`src/mrm_ram.sv`:
```
// Generic single write port RAM with registered read.
`default_nettype none
module mrm_ram #(
  parameter int WIDTH = 8,
  parameter int DEPTH = 32
) (
  input  wire logic                     clk,
  input  wire logic                     we,
  input  wire logic [$clog2(DEPTH)-1:0] waddr,
  input  wire logic [WIDTH-1:0]         wdata,
  input  wire logic [$clog2(DEPTH)-1:0] raddr,
  output logic      [WIDTH-1:0]         rdata
);

  logic [WIDTH-1:0] mem [DEPTH];

  always_ff @(posedge clk) begin
    if (we) begin
      mem[waddr] <= wdata;
    end
    rdata <= mem[raddr];
  end

endmodule
`default_nettype wire

```
`config.mk`:
```
export PLATFORM = sky130hd
export DESIGN_NAME = mrm_ram
export DESIGN_NICKNAME = d
export VERILOG_FILES = /design/src/mrm_ram.sv
export SDC_FILE = /design/constraint.sdc
export NUM_CORES = 1
export LEC_CHECK = 0
export BUFFER_PORTS_ARGS = -buffer_cell sky130_fd_sc_hd__buf_2
export CORE_ASPECT_RATIO = 1.1
export CORE_UTILIZATION = 55
export CTS_CLUSTER_DIAMETER = 120
export CTS_CLUSTER_SIZE = 12
export DETAILED_ROUTE_END_ITERATION = 10
export PLACE_DENSITY = 0.74
export SLEW_MARGIN = 20
export SYNTH_ARGS = -nofsm -noshare
export SYNTH_HDL_FRONTEND = slang
export SYNTH_SLANG_ARGS = --single-unit
```
`constraint.sdc`:
```
create_clock -name clk -period 2.1 [get_ports clk]
set_clock_uncertainty 0.15 [all_clocks]
set_input_delay 0.21 -clock clk [delete_from_list [all_inputs] [get_ports clk]]
set_output_delay 0.21 -clock clk [all_outputs]
set_load 0.005 [all_outputs]
```
==> results.yml, run 1 <==
run_status:
  run_status: "finished, final reports clean"
timing:
  finalSetupViolCount: 0
  max_freq_mhz: 515
  max-slew-margin-rel_pct: 59.7
  grt_setup_unrepaired: "false"
  worst-slew-pin-transition_ns: 0.604
  timing.final.crit_period_ns: 1.94
  hold_viol_final: 0
  setup_total_negative_slack_ns: 0
  maxSlewViolCount: 0
  final_min_period_over_clock_period_pct: 92.4
critical_path:
  cp_max_fo: 1
  crit_path_launch_type: "flip-flop"
  critPathBufInv: 0
  path_cells: "mux4_2 -> mux4_2 -> mux2_2"
  critical-path-top-delay-family: "multiplexers"
  timing.critical_path.arrival_ns: 2.19
  crit_path_top_delay_cell: "sky130_fd_sc_hd__mux4_2"
  cp_slowest_stage_delay_ns: 0.54
  setup.worst_path.class: "flip-flop to flip-flop"
  critPathRequiredTime_ns: 2.35
  crit_path_end_kind: "flip-flop"
  most_frequent_cell_on_the_critical_path: "sky130_fd_sc_hd__mux4_2"
synthesis:
  synth_top_area_share_pct: 76.5
  post_synth_num_cell_types: 15
  cell_types_occupying_the_most_area_after_synthesis: "sky130_fd_sc_hd__edfxtp_1 (76%), sky130_fd_sc_hd__mux4_2 (18%), sky130_fd_sc_hd__dfxtp_1 (1.6%), sky130_fd_sc_hd__nor2_1 (1.2%), sky130_fd_sc_hd__mux2_2 (0.90%)"
  synth_enable_flop_cells: 256
  synth_nets: 437
  postSynth.asyncResetShare_pct: 0
  yosysSeqAreaShare_pct: 78.1
  syn-mean-instance-area_sq_um: 24.1
  synth_seq_cells: 264
  syn-instance-count: 417
  ys.flop_type: "sky130_fd_sc_hd__edfxtp_1"
  mappedNetlistArea_sq_um: 10100
  yosys.area.top_type: "sky130_fd_sc_hd__edfxtp_1"
  ys_warn_count: 0
power_and_ir_drop:
  vdd.ir_drop.worst_uv: 724
  power_after_layout_uw: 10300
  leakage_uw: 0.00365
  power_density_nw_per_um2: 898
worst_hold_path:
  holdCritPathClass: "primary input to flip-flop"
placed_design:
  post_dp_cell_area_sq_um: 10800
  gpl_congestion: 0.783
  io_buffers: 27
  hpwl_um: 12700
global_routing:
  aggregate_global_routing_overflow: 0
  first_global_vias: 4837
  grt_max_degree: 33
  grt_antenna_before_repair: 0
  grt_util_all_layers_pct: 23.9
  first_pass_grt_wire_length_um: 31100
floorplan:
  chipHeight_um: 144
  design.die.area_sq_um: 18800
  std_cell_rows: 51
  die_w_um: 131
  initial_utilization_pct: 56.5
  io_pins: 28
  core_area_sq_um: 17800
clocking:
  cts_made_buffers: 25
  htree_levels: 1
  cts_tree: "built"
  worst_skew_pair_latency_ns: 0.51
  cts_setup_buffers: 0
  cts_hold_buf: 0
  clkSinkCount: 264
  ctsRootBufferMaster: "sky130_fd_sc_hd__clkbuf_16"
  ctsResizeCount: 0
  max-clock-path-buffers: 3
  clkTransAtPathRegs_ns: 0.06
layout:
  finalNetCount: 514
  fill_cells: 1113
  layout.core_utilization_pct: 64.3
  layout-drive-gt1-share_pct: 37.3
  final_area_sq_um: 11400
  area_growth_syn_to_layout_pct: 13.8
  insertedDiodeCount: 0
route:
  detail_route.iter0.violations: 540
  viasPerCell: 6.26
  detail_route.first_pass.iterations: 4
  detail_route.drc_violations: 0
  routed_wirelength_um: 20700
  ant_nets: 0
  num_vias: 4610
  routedWlPerCell_um: 28.1
flow_run:
  max_cap_viol_count: 0
-- worst register-to-register path, cell delays in order, from the launching register on --
cell,delay (ns)
sky130_fd_sc_hd__edfxtp_1,0.37
sky130_fd_sc_hd__mux4_2,0.54
sky130_fd_sc_hd__mux4_2,0.51
sky130_fd_sc_hd__mux2_2,0.28
-- where the power goes --
group | leakage, uW | switching (uW) | internal, uW | total [uW]
clock | 0.000316 | 1690 | 2130 | 3830
sequential | 0.00237 | 26.7 | 5860 | 5890
combinational | 0.000961 | 297 | 261 | 559
total | 0.00365 | 2020 | 8260 | 10300
-- per-layer routing --
| layer | up-vias | wire length [um] | GRT usage (%) |
|---|---|---|---|
| li1 | 1911 | - | - |
| met1 | 2434 | 8100 | 34.3 |
| met2 | 232 | 10500 | 39.5 |
| met3 | 33 | 1710 | 3.35 |
| met4 | 0 | 385 | 5.81 |
| met5 | - | 0 | 0 |
-- final cells by class --
type                    count  area (sq um)  area share, %
clock buffers              32           652           5.70
multi-input cells         133          2100           18.3
flip-flops and latches    264          7850           68.6
well taps                 238           298           2.60
repair buffers             70           548           4.79
-- cell usage after synthesis (2+ instances only) --
| cell | n |
|---|---|
| sky130_fd_sc_hd__edfxtp_1 | 256 |
| sky130_fd_sc_hd__mux4_2 | 80 |
| sky130_fd_sc_hd__nor2_1 | 33 |
| sky130_fd_sc_hd__dfxtp_1 | 8 |
| sky130_fd_sc_hd__mux2_2 | 8 |
| sky130_fd_sc_hd__buf_1 | 6 |
| sky130_fd_sc_hd__buf_4 | 6 |
| sky130_fd_sc_hd__clkbuf_1 | 6 |
| sky130_fd_sc_hd__nand3b_1 | 5 |
| sky130_fd_sc_hd__or3b_2 | 3 |
| sky130_fd_sc_hd__nand3_1 | 2 |
-- path summary, 6_finish.rpt --
kind	endpoint	start	cells past startpoint	slack, ns
setup / recovery	rdata[2]	mem[15][2]	3	0.16
hold / removal	rdata[7]	raddr[3]	2	0.01
setup reg to reg	rdata[2]	mem[15][2]	3	0.16
hold reg to reg	rdata[3]	mem[4][3]	3	0.75
-- stage by stage --
stage / cells / setup WS, ns / hold slack [ns]
after floorplan: 417 / 0.0545 / 0.159
after global placement: 705 / -0.146 / 0.444
after detailed placement: 705 / -0.163 / 0.444
after CTS: 737 / 0.151 / 0.00586
after global routing: 737 / 0.135 / 0.0149
final: 737 / 0.159 / 0.0114
-- flip-flops by register name, summed over array words and instances (netlist names) --
signal  cells
mem       256
rdata       8
-- cell usage in the layout (no fill, tap or decap) --
master / instances
sky130_fd_sc_hd__nor2_1: 33
sky130_fd_sc_hd__buf_2: 26
sky130_fd_sc_hd__nand3b_1: 5
sky130_fd_sc_hd__buf_4: 37
sky130_fd_sc_hd__clkbuf_1: 7
sky130_fd_sc_hd__mux2_2: 8
sky130_fd_sc_hd__clkbuf_16: 25
sky130_fd_sc_hd__buf_12: 7
sky130_fd_sc_hd__mux4_2: 80
sky130_fd_sc_hd__nand3_1: 2
sky130_fd_sc_hd__nand2_1: 1
sky130_fd_sc_hd__dfxtp_1: 8
sky130_fd_sc_hd__edfxtp_1: 256
sky130_fd_sc_hd__or3b_2: 3
sky130_fd_sc_hd__or3_1: 1
-- kinds of logic after synthesis --
group | after synthesis | share of synthesized area [%]
simple gates | 45 | 2.07
flops | 264 | 78.1
buf+inv | 20 | 1.06
mux | 88 | 18.8
Note: power is estimated with default switching activity, not from simulation.
==> run 2: changes to the inputs <==
--- a/config.mk
+++ b/config.mk
@@ -11,7 +11,7 @@
 export CTS_CLUSTER_DIAMETER = 120
 export CTS_CLUSTER_SIZE = 12
 export DETAILED_ROUTE_END_ITERATION = 10
-export PLACE_DENSITY = 0.74
+export PLACE_DENSITY_LB_ADDON = 0.15
 export SLEW_MARGIN = 20
 export SYNTH_ARGS = -nofsm -noshare
 export SYNTH_HDL_FRONTEND = slang
==> results.yml, run 2 (same netlist as run 1, synthesis figures left out) <==
run_status:
  run_status: "finished, final reports clean"
worst_hold_path:
  hold_start: "raddr[3]"
  holdCritPathClass: "primary input to flip-flop"
  min_delay_path_depth: 2
  timing.hold.worst_endpoint: "rdata[6]"
power_and_ir_drop:
  leakage_uw: 0.00366
  power_density_nw_per_um2: 906
  power_after_layout_uw: 10400
  vdd.ir_drop.worst_uv: 635
critical_path:
  crit_path_top_delay_cell: "sky130_fd_sc_hd__mux4_2"
  crit_path_end_kind: "flip-flop"
  critical-path-top-delay-family: "multiplexers"
  r2r_end: "rdata[6]"
  setup.reg_to_reg.worst_slack_ns: 0.11
  path_cells: "mux4_2 -> mux4_2 -> mux2_2"
  critPathRequiredTime_ns: 2.35
  cp_max_fo: 1
  cp_slowest_stage_delay_ns: 0.56
  reg2regPathDepth: 3
  most_frequent_cell_on_the_critical_path: "sky130_fd_sc_hd__mux4_2"
  timing.critical_path.arrival_ns: 2.24
  critPathBufInv: 0
  crit-reg2reg-launch: "mem[30][6]"
  crit_path_launch_type: "flip-flop"
  setup.worst_path.class: "flip-flop to flip-flop"
timing:
  maxSlewViolCount: 0
  layout_setup_ws_ns: 0.110
  finalSetupViolCount: 0
  max-slew-margin-rel_pct: 57.8
  setup_total_negative_slack_ns: 0
  max_freq_mhz: 502
  final_min_period_over_clock_period_pct: 94.8
  timing.final.crit_period_ns: 1.99
  hold_slack_ns: 0.0271
  grt_setup_unrepaired: "false"
  hold_viol_final: 0
  worst-slew-pin-transition_ns: 0.633
placed_design:
  post-place-ws_ns: -0.224
  post-place-cells: 704
  hpwl_um: 12700
  gpl_congestion: 0.717
  io_buffers: 27
layout:
  fin_cells: 748
  seqCellArea_sq_um: 7850
  multi_input_area_sq_um: 2100
  finalNetCount: 513
  largest_reg_flops: 256
  insertedDiodeCount: 0
  reg_top3: "mem x256, rdata x8"
  area_growth_syn_to_layout_pct: 14.3
  mostFrequentLayoutCell: "sky130_fd_sc_hd__edfxtp_1"
  top_register: "mem"
  layout.cells.most_common_list: "sky130_fd_sc_hd__edfxtp_1 (256), sky130_fd_sc_hd__mux4_2 (80), sky130_fd_sc_hd__buf_4 (35), sky130_fd_sc_hd__nor2_1 (33), sky130_fd_sc_hd__buf_2 (26)"
  fill_cells: 1171
  layout-drive-gt1-share_pct: 36.3
clocking:
  clkSinkCount: 264
  worst_skew_pair_latency_ns: 0.51
  max-clock-path-buffers: 3
  htree_levels: 1
  cts_hold_buf: 0
  ctsResizeCount: 0
  cts_setup_buffers: 0
  cts_made_buffers: 25
  ctsRootBufferMaster: "sky130_fd_sc_hd__clkbuf_16"
  clkTransAtPathRegs_ns: 0.06
  cts_tree: "built"
floorplan:
  io_pins: 28
  std_cell_rows: 51
  chipHeight_um: 144
  die_w_um: 131
  core_area_sq_um: 17800
  design.die.area_sq_um: 18800
  initial_utilization_pct: 56.5
route:
  detail_route.drc_violations: 0
  routedWlPerCell_um: 27.1
  detail_route.iter0.violations: 390
  detail_route.first_pass.iterations: 4
  num_vias: 4530
  viasPerCell: 6.06
  routed_wirelength_um: 20300
  ant_nets: 0
global_routing:
  grt_antenna_before_repair: 0
  aggregate_global_routing_overflow: 0
  grt_util_all_layers_pct: 23.6
  first_pass_grt_wire_length_um: 30600
  grt_max_degree: 33
  first_global_vias: 4767
flow_run:
  max_cap_viol_count: 0
[run 2: cell count changes in the layout (fill, tap and decap cells not counted), sizes merged]
cell    previous run  this run
buf               70        69
clkbuf            32        44
[run 2: cell type report]
cell class / count / share of cell area, %
Clock buffer: 44 / 6.06
Timing Repair Buffer: 69 / 4.81
Sequential cell: 264 / 68.3
Tap cell: 238 / 2.59
Multi-Input combinational cell: 133 / 18.3
[run 2: worst reg2reg max path: cells and delay by family (launching register included)]
| family | cells | cell delay (ns) |
|---|---|---|
| flip-flops | 1 | 0.36 |
| multiplexers | 3 | 1.38 |
[run 2: where the power goes]
group,internal (uW),switching [uW],total [uW]
Clock,2220,1740,3960
Combinational,266,302,568
Sequential,5860,27.2,5890
Total,8350,2070,10400
[run 2: layer usage]
layer / track usage [%] / share of wire (%) / vias up
met2: 35.9 / 47 / 183
met1: 35.4 / 43 / 2386
li1: - / - / 1930
met5: 0 / 0 / -
met3: 5.21 / 8.2 / 31
met4: 6.05 / 1.7 / 0
[run 2: worst max path at each step]
stage / startpoint / slack, ns / cells past startpoint / end
detailed placement: raddr[0] / -0.22 / 5 / rdata[0]
global placement: raddr[0] / -0.21 / 5 / rdata[0]
floorplan: raddr[1] / 0.05 / 4 / rdata[0]
global route: mem[31][1] / 0.07 / 3 / rdata[1]
CTS: mem[30][6] / 0.11 / 3 / rdata[6]
finish: mem[30][6] / 0.11 / 3 / rdata[6]
[run 2: metrics by stage]
stage,cell area (sq um),util (%)
2_1_floorplan,10100,-
3_3_place_gp,10800,60.7
3_5_place_dp,10800,60.7
4_1_cts,11500,64.6
5_1_grt,11500,64.6
6_report,11500,64.6
==> run 3: changes to the inputs <==
--- a/config.mk
+++ b/config.mk
@@ -12,6 +12,7 @@
 export CTS_CLUSTER_SIZE = 12
 export DETAILED_ROUTE_END_ITERATION = 10
 export PLACE_DENSITY_LB_ADDON = 0.15
+export RECOVER_POWER = 25
 export SLEW_MARGIN = 20
 export SYNTH_ARGS = -nofsm -noshare
 export SYNTH_HDL_FRONTEND = slang
==> results.yml, run 3 (same netlist as run 1, synthesis figures left out) <==
critical_path:
  crit_path_launch_type: "flip-flop"
  path_cells: "mux4_2 -> mux4_2 -> mux2_2"
  r2r_end: "rdata[6]"
  cp_max_fo: 1
  crit-reg2reg-launch: "mem[30][6]"
  cp_slowest_stage_delay_ns: 0.56
  worst_setup_path_startpoint: "mem[30][6]"
  critPathBufInv: 0
  most_frequent_cell_on_the_critical_path: "sky130_fd_sc_hd__mux4_2"
  crit_path_top_delay_cell: "sky130_fd_sc_hd__mux4_2"
  setup.reg_to_reg.worst_slack_ns: 0.11
  timing.critical_path.arrival_ns: 2.24
  reg2regPathDepth: 3
  critPathCapture: "rdata[6]"
  crit_path_end_kind: "flip-flop"
  critPathRequiredTime_ns: 2.35
  total_number_of_cells_along_the_worst_setup_path: 3
  setup.worst_path.class: "flip-flop to flip-flop"
  critical-path-top-delay-family: "multiplexers"
clocking:
  cts_made_buffers: 25
  worst_skew_pair_latency_ns: 0.51
  clkSinkCount: 264
  cts_tree: "built"
  cts_hold_buf: 0
  htree_levels: 1
  clkTransAtPathRegs_ns: 0.06
  ctsRootBufferMaster: "sky130_fd_sc_hd__clkbuf_16"
  cts_setup_buffers: 0
  max-clock-path-buffers: 3
  ctsResizeCount: 0
layout:
  insertedDiodeCount: 0
  finalNetCount: 513
  top_register: "mem"
  area_growth_syn_to_layout_pct: 14.3
  reg_top3: "mem x256, rdata x8"
  layout.cells.most_common_list: "sky130_fd_sc_hd__edfxtp_1 (256), sky130_fd_sc_hd__mux4_2 (80), sky130_fd_sc_hd__buf_4 (35), sky130_fd_sc_hd__nor2_1 (33)"
  largest_reg_flops: 256
  layout-drive-gt1-share_pct: 35.1
  mostFrequentLayoutCell: "sky130_fd_sc_hd__edfxtp_1"
  final_area_sq_um: 11500
placed_design:
  io_buffers: 27
  post_dp_cell_area_sq_um: 10800
  hpwl_um: 12700
  gpl_congestion: 0.717
global_routing:
  grt_max_degree: 33
  grt_antenna_before_repair: 0
  grt_util_all_layers_pct: 23.6
  aggregate_global_routing_overflow: 0
  first_global_vias: 4767
  first_pass_grt_wire_length_um: 30600
power_and_ir_drop:
  leakage_uw: 0.00365
  power_density_nw_per_um2: 907
  vdd.ir_drop.worst_uv: 635
route:
  detail_route.first_pass.iterations: 4
  ant_nets: 0
  detail_route.drc_violations: 0
  num_vias: 4541
  routed_wirelength_um: 20300
  routedWlPerCell_um: 27.1
  detail_route.iter0.violations: 390
  viasPerCell: 6.07
floorplan:
  std_cell_rows: 51
  io_pins: 28
  chipHeight_um: 144
  core_area_sq_um: 17800
  initial_utilization_pct: 56.5
  design.die.area_sq_um: 18800
  die_w_um: 131
timing:
  max-slew-margin-rel_pct: 0.273
  hold_viol_final: 0
  timing.final.crit_period_ns: 1.99
  grt_setup_unrepaired: "false"
  final_min_period_over_clock_period_pct: 94.7
  hold_slack_ns: 0.0279
  maxSlewViolCount: 0
  finalSetupViolCount: 0
  max_freq_mhz: 503
  worst-slew-pin-transition_ns: 1.50
worst_hold_path:
  holdCritPathClass: "primary input to flip-flop"
  hold_start: "raddr[3]"
flow_run:
  max_cap_viol_count: 1
run_status:
  violations: "max-capacitance violations"
  run_status: "finished, violations left"
run 3: cell types whose count changed in the layout (fill, tap and decap cells not counted):
| cell | previous run | this run |
|---|---|---|
| sky130_fd_sc_hd__buf_2 | 26 | 20 |
| sky130_fd_sc_hd__clkbuf_1 | 19 | 25 |
run 3: worst min path at each step:
stage,end,slack [ns],depth (start not counted)
final,rdata[6],0.03,2
after global routing,rdata[4],0.01,2
after CTS,rdata[6],0.003,2
after detailed placement,rdata[0],0.46,1
after global placement,rdata[0],0.47,1
after floorplan,mem[0][0],0.16,0
run 3: area by class of cell:
cell class	instances	area, sq um
Sequential cell	264	7850
Fill cell	1174	6320
Multi-Input combinational cell	133	2100
Clock buffer	44	697
Timing Repair Buffer	69	546
Tap cell	238	298
run 3: power by group:
group	switching (uW)	total, uW	internal [uW]
Sequential	27.1	5890	5860
Combinational	302	565	264
Clock	1740	3960	2220
Total	2070	10400	8350
run 3: routing by layer:
metal	part of all wire (%)	global-route usage [%]
met1	43	35.4
met4	1.7	6.05
met3	8.4	5.21
met5	0	0
met2	47	35.9
run 3: per-stage QoR:
step | std cells | TNS, ns | utilization, % | total power [uW] | worst slack, ns
final | 748 | 0 | 64.5 | 10400 | 0.110
after global routing | 748 | 0 | 64.5 | 10700 | 0.0739
after CTS | 748 | 0 | 64.6 | 10500 | 0.105
after detailed placement | 704 | -1.34 | 60.7 | 6570 | -0.224
after global placement | 704 | -1.31 | 60.7 | 6560 | -0.208
after floorplan | 417 | 0 | - | 6300 | 0.0545
