===== src/mrm_pkg.sv =====
// Shared types, constants and helper functions for the memory region map merger.
`default_nettype none
package mrm_pkg;

  // Default sizes for the top level parameters
  localparam int MAP_DEPTH_DEF = 32;
  localparam int ADDR_BITS_DEF = 48;

  // Fixed field widths
  localparam int PAGE_SHIFT = 12;
  localparam int PAGE_BITS  = 37;
  localparam int TYPE_BITS  = 4;
  localparam int BASE_W     = 48;
  localparam int LEN_W      = 49;
  localparam int KIND_W     = 32;
  localparam int IDX_W      = 5;
  localparam int TOTAL_W    = 6;

  // Stream layout: slave tdata
  localparam int IN_DATA_W  = 136;
  localparam int IN_BASE_LO = 0;
  localparam int IN_LEN_LO  = 48;
  localparam int IN_KIND_LO = 97;
  localparam int IN_FORCE   = 129;
  localparam int IN_IDX_LO  = 130;

  // Stream layout: master tdata
  localparam int OUT_DATA_W   = 96;
  localparam int OUT_BASE_LO  = 0;
  localparam int OUT_PAGES_LO = 48;
  localparam int OUT_TYPE_LO  = 85;
  localparam int OUT_TOTAL_LO = 89;

  localparam logic [PAGE_BITS-1:0] PAGES_MAX = '1;
  localparam logic [PAGE_SHIFT-1:0] PAGE_MASK = '1;

  // UEFI memory types used here
  localparam logic [TYPE_BITS-1:0] UEFI_RT_DATA  = 4'd6;
  localparam logic [TYPE_BITS-1:0] UEFI_CONV     = 4'd7;
  localparam logic [TYPE_BITS-1:0] UEFI_UNUSABLE = 4'd8;
  localparam logic [TYPE_BITS-1:0] UEFI_ACPI_RCL = 4'd9;
  localparam logic [TYPE_BITS-1:0] UEFI_ACPI_NVS = 4'd10;

  // Raw firmware region kinds
  localparam logic [KIND_W-1:0] KIND_RAM      = 32'd1;
  localparam logic [KIND_W-1:0] KIND_RESERVED = 32'd2;
  localparam logic [KIND_W-1:0] KIND_ACPI     = 32'd3;
  localparam logic [KIND_W-1:0] KIND_NVS      = 32'd4;
  localparam logic [KIND_W-1:0] KIND_UNUSABLE = 32'd5;
  localparam logic [KIND_W-1:0] KIND_VENDOR   = 32'd6;
  localparam logic [KIND_W-1:0] KIND_TABLE    = 32'd16;

  typedef enum logic [1:0] {
    OP_ADD   = 2'd0,
    OP_READ  = 2'd1,
    OP_CLEAR = 2'd2,
    OP_NOP   = 2'd3
  } opcode_t;

  typedef enum logic [1:0] {
    ST_OK    = 2'd0,
    ST_SKIP  = 2'd1,
    ST_FULL  = 2'd2,
    ST_RANGE = 2'd3
  } status_t;

  typedef enum logic [1:0] {
    ALU_ADD   = 2'd0,
    ALU_SUB   = 2'd1,
    ALU_ADDM1 = 2'd2
  } alu_op_t;

  typedef enum logic [4:0] {
    S_IDLE,
    S_RDGET,
    S_PREP1,
    S_PREP2,
    S_PREP3,
    S_PREP4,
    S_LCALC,
    S_LOOP,
    S_FETCH,
    S_CMP,
    S_W_RP,
    S_W_LP,
    S_W_TAIL,
    S_L_LP,
    S_L_NP,
    S_FINAL,
    S_INS,
    S_INS_RD,
    S_INS_WR,
    S_RM_RD,
    S_RM_WR,
    S_OUT
  } state_t;

  // Raw kind to {known, UEFI type}
  function automatic logic [TYPE_BITS:0] map_kind(input logic [KIND_W-1:0] kind);
    logic [TYPE_BITS:0] r;
    begin
      priority case (kind)
        KIND_RAM:      r = {1'b1, UEFI_CONV};
        KIND_RESERVED: r = {1'b1, UEFI_RT_DATA};
        KIND_ACPI:     r = {1'b1, UEFI_ACPI_RCL};
        KIND_NVS:      r = {1'b1, UEFI_ACPI_NVS};
        KIND_UNUSABLE: r = {1'b1, UEFI_UNUSABLE};
        KIND_VENDOR:   r = {1'b1, UEFI_RT_DATA};
        KIND_TABLE:    r = {1'b1, UEFI_RT_DATA};
        default:       r = '0;
      endcase
      return r;
    end
  endfunction

  // Types that firmware keeps for good
  function automatic logic is_permanent(input logic [TYPE_BITS-1:0] t);
    return (t == 4'd5) || (t == 4'd6) || (t == 4'd8) || (t == 4'd10) ||
           (t == 4'd11) || (t == 4'd12) || (t == 4'd13);
  endfunction

endpackage
`default_nettype wire


===== src/mrm_alu.sv =====
// Shared adder/subtractor used by the merge sequencer.
`default_nettype none
module mrm_alu #(
  parameter int WW = 50
) (
  input  wire logic [1:0]    op,
  input  wire logic [WW-1:0] a,
  input  wire logic [WW-1:0] b,
  output logic      [WW-1:0] r
);

  always_comb begin
    unique case (op)
      mrm_pkg::ALU_ADD:   r = a + b;
      mrm_pkg::ALU_SUB:   r = a - b;
      mrm_pkg::ALU_ADDM1: r = a + b - WW'(1);
      default:            r = a;
    endcase
  end

endmodule
`default_nettype wire


===== config.mk =====
export PLATFORM = sky130hd
export DESIGN_NAME = mrm_alu
export DESIGN_NICKNAME = d
export VERILOG_FILES = /design/src/mrm_pkg.sv /design/src/mrm_alu.sv
export SDC_FILE = /design/constraint.sdc
export NUM_CORES = 1
export LEC_CHECK = 0
export BUFFER_PORTS_ARGS = -buffer_cell sky130_fd_sc_hd__buf_4
export CORE_UTILIZATION = 45
export DETAILED_ROUTE_END_ITERATION = 8
export GPL_TIMING_DRIVEN = 1
export PLACE_DENSITY = 0.66
export SYNTH_ARGS = -nofsm -noshare
export SYNTH_HDL_FRONTEND = slang
export SYNTH_SLANG_ARGS = --single-unit

===== constraint.sdc =====
create_clock -name vclk -period 4.71
set_clock_uncertainty 0.05 [all_clocks]
set_input_delay 0.471 -clock vclk [all_inputs]
set_output_delay 0.471 -clock vclk [all_outputs]
set_load 0.01 [all_outputs]

==> results of run 1 <==
-- timing repair --
| item | 4_1_cts | 5_1_grt |
|---|---|---|
| resized for setup | 89 | 123 |
| buffers inserted | 26 | 22 |
| pin swaps | 40 | 56 |
| setup endpoints to repair | 27 | 30 |
| hold buffers | 0 | 0 |
| gates cloned | 0 | 2 |
-- worst paths after layout --
check | slack (ns) | to | start | depth (start not counted)
hold / removal | 1.30 | r[18] | a[18] | 4
setup / recovery | -0.15 | r[43] | a[15] | 17
-- cell families after synthesis --
logic type / after synthesis
adder cells (fa/ha/maj): 101
AO/OA/AOI/OAI: 534
buffers and inverters: 193
AND/OR/NAND/NOR: 507
multiplexers: 10
XOR/XNOR: 77
-- power by group through the flow --
stage / sequential (mW) / clock [mW] / combinational [mW]
floorplan: 0 / 0 / 1.12
global placement: 0 / 0 / 1.96
detailed placement: 0 / 0 / 1.97
CTS: 0 / 0 / 2.09
global route: 0 / 0 / 2.44
finish: 0 / 0 / 2.29
-- metal layers --
layer | wire [µm] | GRT usage | vias to the layer above
met1 | 17700 | 0.529 | 6098
met2 | 18000 | 0.604 | 788
met4 | 1300 | 0.104 | 0
li1 | - | - | 6078
met5 | 0 | 0 | -
met3 | 4110 | 0.0391 | 106
-- area by class of cell --
| class | instances | area (µm²) | share of cell area |
|---|---|---|---|
| well taps | 265 | 332 | 0.0243 |
| inverters | 109 | 417 | 0.0305 |
| repair buffers | 461 | 3570 | 0.262 |
| multi-input cells | 1229 | 9320 | 0.683 |
-- synthesized netlist by cell type (10+ instances only) --
master    count
a21oi_1     149
and3_1       15
inv_1       106
or3_1        16
a21o_1       30
o211ai_1     14
nor4_1       26
and2_1       24
a31oi_1      17
nand4_1      21
buf_2        16
nor3_1       41
clkbuf_1     58
xnor2_1      67
ha_1         99
nand2b_1     13
nand3_1      29
o31ai_1      37
nor2_1      131
or2_2        13
o21bai_1     23
o21ai_0      91
a211oi_1     25
xor2_1       10
nor2b_1      18
or4_1        10
nand2_1     110
-- cells in the final DEF (no fill, tap or decap), types with 15 or more instances in the layout --
| cell type | Yosys | final |
|---|---|---|
| nand3_1 | 29 | 25 |
| nand4_1 | 21 | 21 |
| o21ai_1 | 7 | 15 |
| buf_6 | 1 | 23 |
| a21o_1 | 30 | 29 |
| a211oi_1 | 25 | 16 |
| nor4_1 | 26 | 21 |
| o21bai_1 | 23 | 23 |
| nor2b_1 | 18 | 16 |
| or3_1 | 16 | 15 |
| nand2_1 | 110 | 106 |
| o31ai_1 | 37 | 31 |
| nor2_1 | 131 | 121 |
| xnor2_1 | 67 | 61 |
| inv_1 | 106 | 100 |
| and2_1 | 24 | 22 |
| nor3_1 | 41 | 31 |
| a21oi_1 | 149 | 142 |
| buf_4 | 2 | 433 |
| ha_1 | 99 | 87 |
| o21ai_0 | 91 | 80 |
-- per-stage QoR --
| step | std cells | hold WS [ns] | setup TNS, ns | cell area [µm²] | power [mW] |
|---|---|---|---|---|---|
| 2_1_floorplan | 1422 | 1.04 | 0 | 9140 | 1.12 |
| 3_3_place_gp | 2017 | 1.30 | -5.78 | 12300 | 1.96 |
| 3_5_place_dp | 2017 | 1.30 | -6.64 | 12300 | 1.97 |
| 4_1_cts | 2043 | 1.30 | -1.59 | 12900 | 2.09 |
| 5_1_grt | 2064 | 1.33 | -2.95 | 13600 | 2.44 |
| 6_report | 2064 | 1.30 | -0.674 | 13600 | 2.29 |
-- critical path, stage by stage --
cell     delay [ns]
buf_6          0.10
ha_4           0.24
buf_6          0.11
or4_4          0.52
or4_4          0.47
inv_2          0.12
nand2_1        0.12
nand2_1        0.12
xnor2_2        0.17
nand4_1        0.31
nor4_4         0.38
nand4_1        0.24
buf_4          0.22
o41ai_2        0.31
a22oi_1        0.14
o21ai_1        0.13
buf_4          0.15
==> flow_summary.ini, run 1 <==
[run_status]
outcome = complete, but fails checks
failed_checks = negative setup slack

[worst_hold_path]
timing.hold.worst.class = in2out

[synth]
synth_compound_gate_area_share = 0.395
avgSynthCellArea_um2 = 6.43
synthesis.nets = 1625
synth_largest_area_cell = ha_1
syn-cell-area_um2 = 9140
synth_sequential_area_ratio = 0
synthesis.yosys.warnings = 0
adder_and_majority_cell_fraction_of_the_synthesized_area = 0.140
combinational_family_with_the_most_area_after_synthesis = compound AO/OA/AOI/OAI gates
synth.distinct_cells = 97
post_synth_inst_count = 1422
synth.area.mux_share = 0.0151
yosys.area_share.simple = 0.293
leading_cell_types_by_total_area_after_synthesis = ha_1 14%, a21oi_1 8.2%, xnor2_1 6.4%, nor2_1 5.4%, o21ai_0 5.0%
post_synth_xor_area_fraction = 0.0738
synth_largest_type_area_fraction = 0.135

[drt]
route.detailed.drc = 0
avgRoutedWirePerCell_um = 19.9
vias = 13100
initialDrtViolationCount = 1376
drtAntennaViolNets = 0
drt-vias-per-instance = 6.33
postRouteWirelength_um = 41100
drt_first_pass_iters = 7

[sta]
worst_slew_pin_slew_ns = 1.14
setup_viol = 11
final-max-slew-violation-count = 0
setup_slack_of_the_critical_path_after_layout_ns = -0.151
period_needed_ns = 4.86
report.final.hold_viol_count = 0
fmaxAchievable_ghz = 0.206
timing.final.crit_share = 1.03
grt_setup_unrepaired = true
max-slew-margin-rel = 0.238

[global_route]
global_route.usage.total = 0.377
overflow_left_after_global_routing = 0
grt_start_max_net_pins = 73
grt_pass1_vias = 11800
first_pass_grt_wire_length_um = 62000
antenna_found_initial = 0

[critical_path]
path_class = in2out
worstSetupEndpointType = output pin
critical_path.max_fanout = 5
timing.critical_path.required_ns = 4.19
startpoint_type = input pin
worst-endpoint-arrival_ns = 4.34

[floorplan]
die_area_um2 = 20900
chipHeight_um = 145
coreArea_um2 = 19700
top_level_ports = 152
dieWidth_um = 145
fp-row-count = 51
initial_utilization = 0.464

[power]
share_comb_of_total_power = 1.000
total_leakage_power_nw = 6.14
clock_power_share = 0
share_seq_of_total_power = 0
vdd_drop_max_v = 0.0000995
net-switching-power_mw = 1.24
power-per-cell-area_nw_per_um2 = 168
netSwitchingFraction = 0.541
intPower_mw = 1.05

[finish]
area.growth.synth_to_final_pct = 49.2
antenna-diode-count = 0
fillCellCount = 1793
register_area_um2 = 0
number_of_flip_flops_and_latches = 0
clock_buffer_count = 0
fin_nets = 2004
layout-drive-gt1-share = 0.357
final_core_util = 0.692

[placed_design]
detailedPlace.worstSlack_ns = -0.504
globalplace.congestion = 1.03
portBuffers = 152
dp.final_hpwl_um = 32200

[flow_run]
max_cap_viol_count = 0
Power figures use the tool's default switching activity.
==> inputs of run 2 (changes only) <==
--- a/config.mk
+++ b/config.mk
@@ -6,10 +6,12 @@
 export NUM_CORES = 1
 export LEC_CHECK = 0
 export BUFFER_PORTS_ARGS = -buffer_cell sky130_fd_sc_hd__buf_4
-export CORE_UTILIZATION = 45
+export CELL_PAD_IN_SITES_DETAIL_PLACEMENT = 1
+export CELL_PAD_IN_SITES_GLOBAL_PLACEMENT = 2
+export CORE_UTILIZATION = 32
 export DETAILED_ROUTE_END_ITERATION = 8
 export GPL_TIMING_DRIVEN = 1
-export PLACE_DENSITY = 0.66
+export PLACE_DENSITY_LB_ADDON = 0.1
 export SYNTH_ARGS = -nofsm -noshare
 export SYNTH_HDL_FRONTEND = slang
 export SYNTH_SLANG_ARGS = --single-unit
==> run 2 against run 1 <==
  * Setup slack got worse by 0.20 ns
  * Via count up 1.7%
  * Flip-flop and latch count unchanged
  * Critical path type unchanged
  * Combinational power up 7%
  * Cell count is 9.7% higher
  * Global-route usage shrank 4.9 points
  * First-iteration DRC count fell by 32%
  * Non-clock buffer count rose by 88
  * Critical endpoint is now r[45]
  * Critical path depth did not move
  * Maximum frequency fell by 3.9%
  * Power rose by 7.3%
  * The run still ends with negative setup slack left
  * Design area rose by 6.5%
==> flow_summary.ini, run 2 (synthesized netlist as in run 1, its figures left out) <==
[sta]
finalSetupTns_ns = -2.49
worst_slew_pin_slew_ns = 1.43
max-slew-margin-rel = 0.0432
period_needed_ns = 5.06
setup_slack_of_the_critical_path_after_layout_ns = -0.348
timing.final.crit_share = 1.07
report.final.hold_viol_count = 0
grt_setup_unrepaired = true
final-max-slew-violation-count = 0
setup_viol = 16
fmaxAchievable_ghz = 0.198

[finish]
area.growth.synth_to_final_pct = 58.8
final_common_cell = buf_4
number_of_flip_flops_and_latches = 0
final_design_area_no_fill_um2 = 14500
commonest_non_fill_non_tap_cells_in_the_layout = 518 x buf_4, 140 x a21oi_1, 122 x nor2_1
register_area_um2 = 0
fillCellCount = 3625
layout-drive-gt1-share = 0.396
clock_buffer_count = 0
fin_nets = 2092
antenna-diode-count = 0

[critical_path]
cp_cell_sequence = buf_8 -> inv_4 -> ha_4 -> buf_6 -> or4_4 -> or4_4 -> o22ai_4 -> mux2i_2 -> nand4_1 -> nand4bb_4 -> nor4_4 -> nand4_1 -> buf_4 -> nor3_2 -> xor2_2 -> a221oi_2 -> buf_4
critical_path.n_buffers_inverters = 5
timing.critical_path.required_ns = 4.19
worst_path_dominant_cell_family = simple AND/OR/NAND/NOR gates
cp_slowest_stage_delay_ns = 0.54
worstSetupEndpointType = output pin
timing.critical_path.slowest_stage_cell = or4_4
timing.critical_path.depth = 17
startpoint_type = input pin
worst-endpoint-arrival_ns = 4.54
path_class = in2out
critical_path.max_fanout = 6

[floorplan]
initial_utilization = 0.327
coreArea_um2 = 27900
fp-row-count = 61
dieWidth_um = 171
chipHeight_um = 171
top_level_ports = 152
die_area_um2 = 29300

[worst_hold_path]
holdPathEnd = r[2]
hp-start = op[0]
whs_path_depth = 3
timing.hold.worst.class = in2out

[drt]
drt-vias-per-instance = 5.87
route.detailed.drc = 0
drtAntennaViolNets = 0
drt_first_pass_iters = 5
postRouteWirelength_um = 49300
initialDrtViolationCount = 936
avgRoutedWirePerCell_um = 21.8
vias = 13300

[global_route]
overflow_left_after_global_routing = 0
global_route.usage.total = 0.328
first_pass_grt_wire_length_um = 75000
grt_pass1_vias = 13500
antenna_found_initial = 1
grt_start_max_net_pins = 70

[run_status]
failed_checks = negative setup slack
outcome = complete, but fails checks

[placed_design]
portBuffers = 152
globalplace.congestion = 0.938
dp.final_hpwl_um = 39900
detailed_place.area_um2 = 13000
detailedPlace.worstSlack_ns = -0.684

[power]
power-per-cell-area_nw_per_um2 = 169
vdd_drop_max_v = 0.0000530
total_leakage_power_nw = 6.58

[flow_run]
max_cap_viol_count = 0
run 2: changes by cell type in the layout (fill, tap and decap cells not counted), moves of 6 or more:
cell,change
ha_2,+6
buf_4,+85
ha_1,-6
o21ai_0,-7
run 2: cell type report:
type               count  area [µm²]  area share
repair buffers       549        4270       0.294
inverters            109         417      0.0287
multi-input cells   1229        9370       0.645
well taps            378         473      0.0326
run 2: power by group:
part	internal, mW	leakage (nW)	switching (mW)	total, mW
registers	0	0	0	0
logic	1.14	6.58	1.32	2.46
clock network	0	0	0	0
run 2: worst max path at each step:
stage                      from  slack [ns]     to
after floorplan            a[0]        0.21  r[44]
after CTS                 a[14]       -0.23  r[49]
final                     b[14]       -0.35  r[45]
after global placement    a[15]       -0.55  r[44]
after detailed placement   b[6]       -0.68  r[48]
after global routing      b[14]       -0.48  r[45]
run 2: through the flow:
step	hold slack (ns)	utilization	cells	power (mW)
after floorplan	1.04	-	1422	1.12
after global placement	1.23	0.467	2217	2.11
after detailed placement	1.23	0.467	2217	2.15
after CTS	1.23	0.499	2246	2.32
after global routing	1.26	0.520	2265	2.62
final	1.23	0.520	2265	2.46
run 2: metal layers:
metal,track usage,wire [µm],vias up
met5,0,13,-
met2,0.547,22700,474
li1,-,-,6226
met1,0.439,22000,6487
met4,0.0994,1560,2
met3,0.0352,3120,105
run 2: repair_timing:
action	in CTS	in global routing
gates resized for setup	140	103
hold buffers	0	0
setup endpoints to repair	28	27
setup buffers	32	20
pin swaps	52	50
==> inputs of run 3 (changes only) <==
==> constraint.sdc (replaced) <==
create_clock -name vclk -period 4.71
set_clock_uncertainty 0.05 [all_clocks]
set_input_delay 0.942 -clock vclk [all_inputs]
set_output_delay 0.942 -clock vclk [all_outputs]
set_load 0.01 [all_outputs]
==> run 3 against run 2 <==
  * The flow still finishes with violations (negative setup slack)
  * Combinational power rose by 13%
  * Maximum frequency fell by 14%
  * Setup slack got worse by 0.81 ns
  * Highest routed layer is now met4
  * Power rose by 13%
  * Design area rose by 14%
==> flow_summary.ini, run 3 (synthesized netlist as in run 1, its figures left out) <==
[finish]
fin_nets = 2292
multi_input_comb_area_um2 = 9750
fillCellCount = 3598
layout.cells.non_filler = 2465
antenna-diode-count = 0
final_design_area_no_fill_um2 = 16600
clock_buffer_count = 0
final_common_cell = buf_4
final_core_util = 0.593
area.growth.synth_to_final_pct = 81.2
number_of_flip_flops_and_latches = 0
register_area_um2 = 0
commonest_non_fill_non_tap_cells_in_the_layout = 687 x buf_4, 133 x a21oi_1, 124 x nor2_1
layout-drive-gt1-share = 0.476

[power]
total_leakage_power_nw = 7.72
vdd_drop_max_v = 0.0000699
total_power_mw = 2.78
power-per-cell-area_nw_per_um2 = 168

[global_route]
globalRoute.busiestLayer = met2
global_route.usage.total = 0.353
grt_pass1_vias = 14700
first_pass_grt_wire_length_um = 80900
met3_usage = 0.0324
grt_util_met1 = 0.457
antenna_found_initial = 0
overflow_left_after_global_routing = 0
grtUsageMet2 = 0.612
grt_start_max_net_pins = 84

[sta]
finalSetupTns_ns = -30.40
grt_setup_unrepaired = true
fin_hold_ws_ns = 2.22
setup_viol = 41
final-max-slew-violation-count = 0
report.final.hold_viol_count = 0
timing.final.crit_share = 1.25
worst_slew_pin_slew_ns = 1.01
setup_slack_of_the_critical_path_after_layout_ns = -1.16
period_needed_ns = 5.87
fmaxAchievable_ghz = 0.170
max-slew-margin-rel = 0.318

[critical_path]
worstSetupEndpointType = output pin
cp_slowest_stage_delay_ns = 0.51
worstSetupEndpoint = r[34]
path_class = in2out
timing.critical_path.slowest_stage_cell = mux4_2
timing.critical_path.depth = 18
worst_path_dominant_cell_family = simple AND/OR/NAND/NOR gates
crit_path_frequent_cell = buf_4
critical_path.n_buffers_inverters = 7
cp_cell_sequence = buf_4 -> ha_1 -> buf_4 -> buf_4 -> nor4_1 -> buf_4 -> and3_1 -> a32o_2 -> buf_4 -> o32ai_1 -> nor4_4 -> nand3_2 -> buf_6 -> or2_4 -> nor4b_4 -> xor2_1 -> mux4_2 -> buf_6
startpoint_type = input pin
timing.critical_path.required_ns = 3.72
critical_path.max_fanout = 3
startpoint = a[16]
worst-endpoint-arrival_ns = 4.88

[drt]
drt-vias-per-instance = 5.88
route.detailed.drc = 0
initialDrtViolationCount = 983
postRouteWirelength_um = 55200
drt_first_pass_iters = 5
drtAntennaViolNets = 0
vias = 14500
avgRoutedWirePerCell_um = 22.4

[floorplan]
top_level_ports = 152
coreArea_um2 = 27900
initial_utilization = 0.327
die_area_um2 = 29300
fp-row-count = 61
chipHeight_um = 171
dieWidth_um = 171

[run_status]
failed_checks = negative setup slack
outcome = complete, but fails checks

[placed_design]
dp.final_hpwl_um = 43300
detailed_place.area_um2 = 14700
globalplace.congestion = 0.976
portBuffers = 152
detailedPlace.worstSlack_ns = -1.36
dp.cells = 2399

[worst_hold_path]
timing.hold.worst.class = in2out

[flow_run]
max_cap_viol_count = 0
## run 3: cell count changes in the layout (fill, tap and decap cells not counted), moves of 7 or more
cell | before | now
a21oi_1 | 140 | 133
a21oi_2 | 8 | 15
buf_4 | 518 | 687
buf_6 | 25 | 52
o21ai_0 | 73 | 60
o21ai_2 | 8 | 17
## run 3: power by group
part | switching [mW] | internal [mW] | leakage (nW) | total, mW
clock network | 0 | 0 | 0 | 0
registers | 0 | 0 | 0 | 0
logic | 1.46 | 1.32 | 7.72 | 2.78
## run 3: worst min path at each step
stage          start    end  slack [ns]  depth (start not counted)
3_5_place_dp    a[0]   r[0]        2.24                          4
3_3_place_gp    a[0]   r[0]        2.22                          4
4_1_cts         a[0]   r[0]        2.25                          4
2_1_floorplan  a[44]  r[44]        1.99                          2
5_1_grt         a[0]   r[0]        2.26                          4
6_report        a[0]   r[0]        2.22                          4
## run 3: cell type report
class | instances | area share
Multi-Input combinational cell | 1229 | 0.589
Timing Repair Buffer | 749 | 0.357
Tap cell | 378 | 0.0285
Inverter | 109 | 0.0258
## run 3: repair_timing
action,4_1_cts,5_1_grt
gates cloned,0,0
gates resized for setup,172,115
setup endpoints to repair,41,41
hold buffers,0,0
buffers inserted,43,30
pin swaps,84,78
## run 3: layer usage
metal  wire length, µm  share of wire  vias to the layer above
met3              3550          0.064                      139
met4              2090          0.038                        0
met2             26100           0.47                      577
li1                  -              -                     6636
met1             23400           0.42                     7132
met5                 0              0                        -
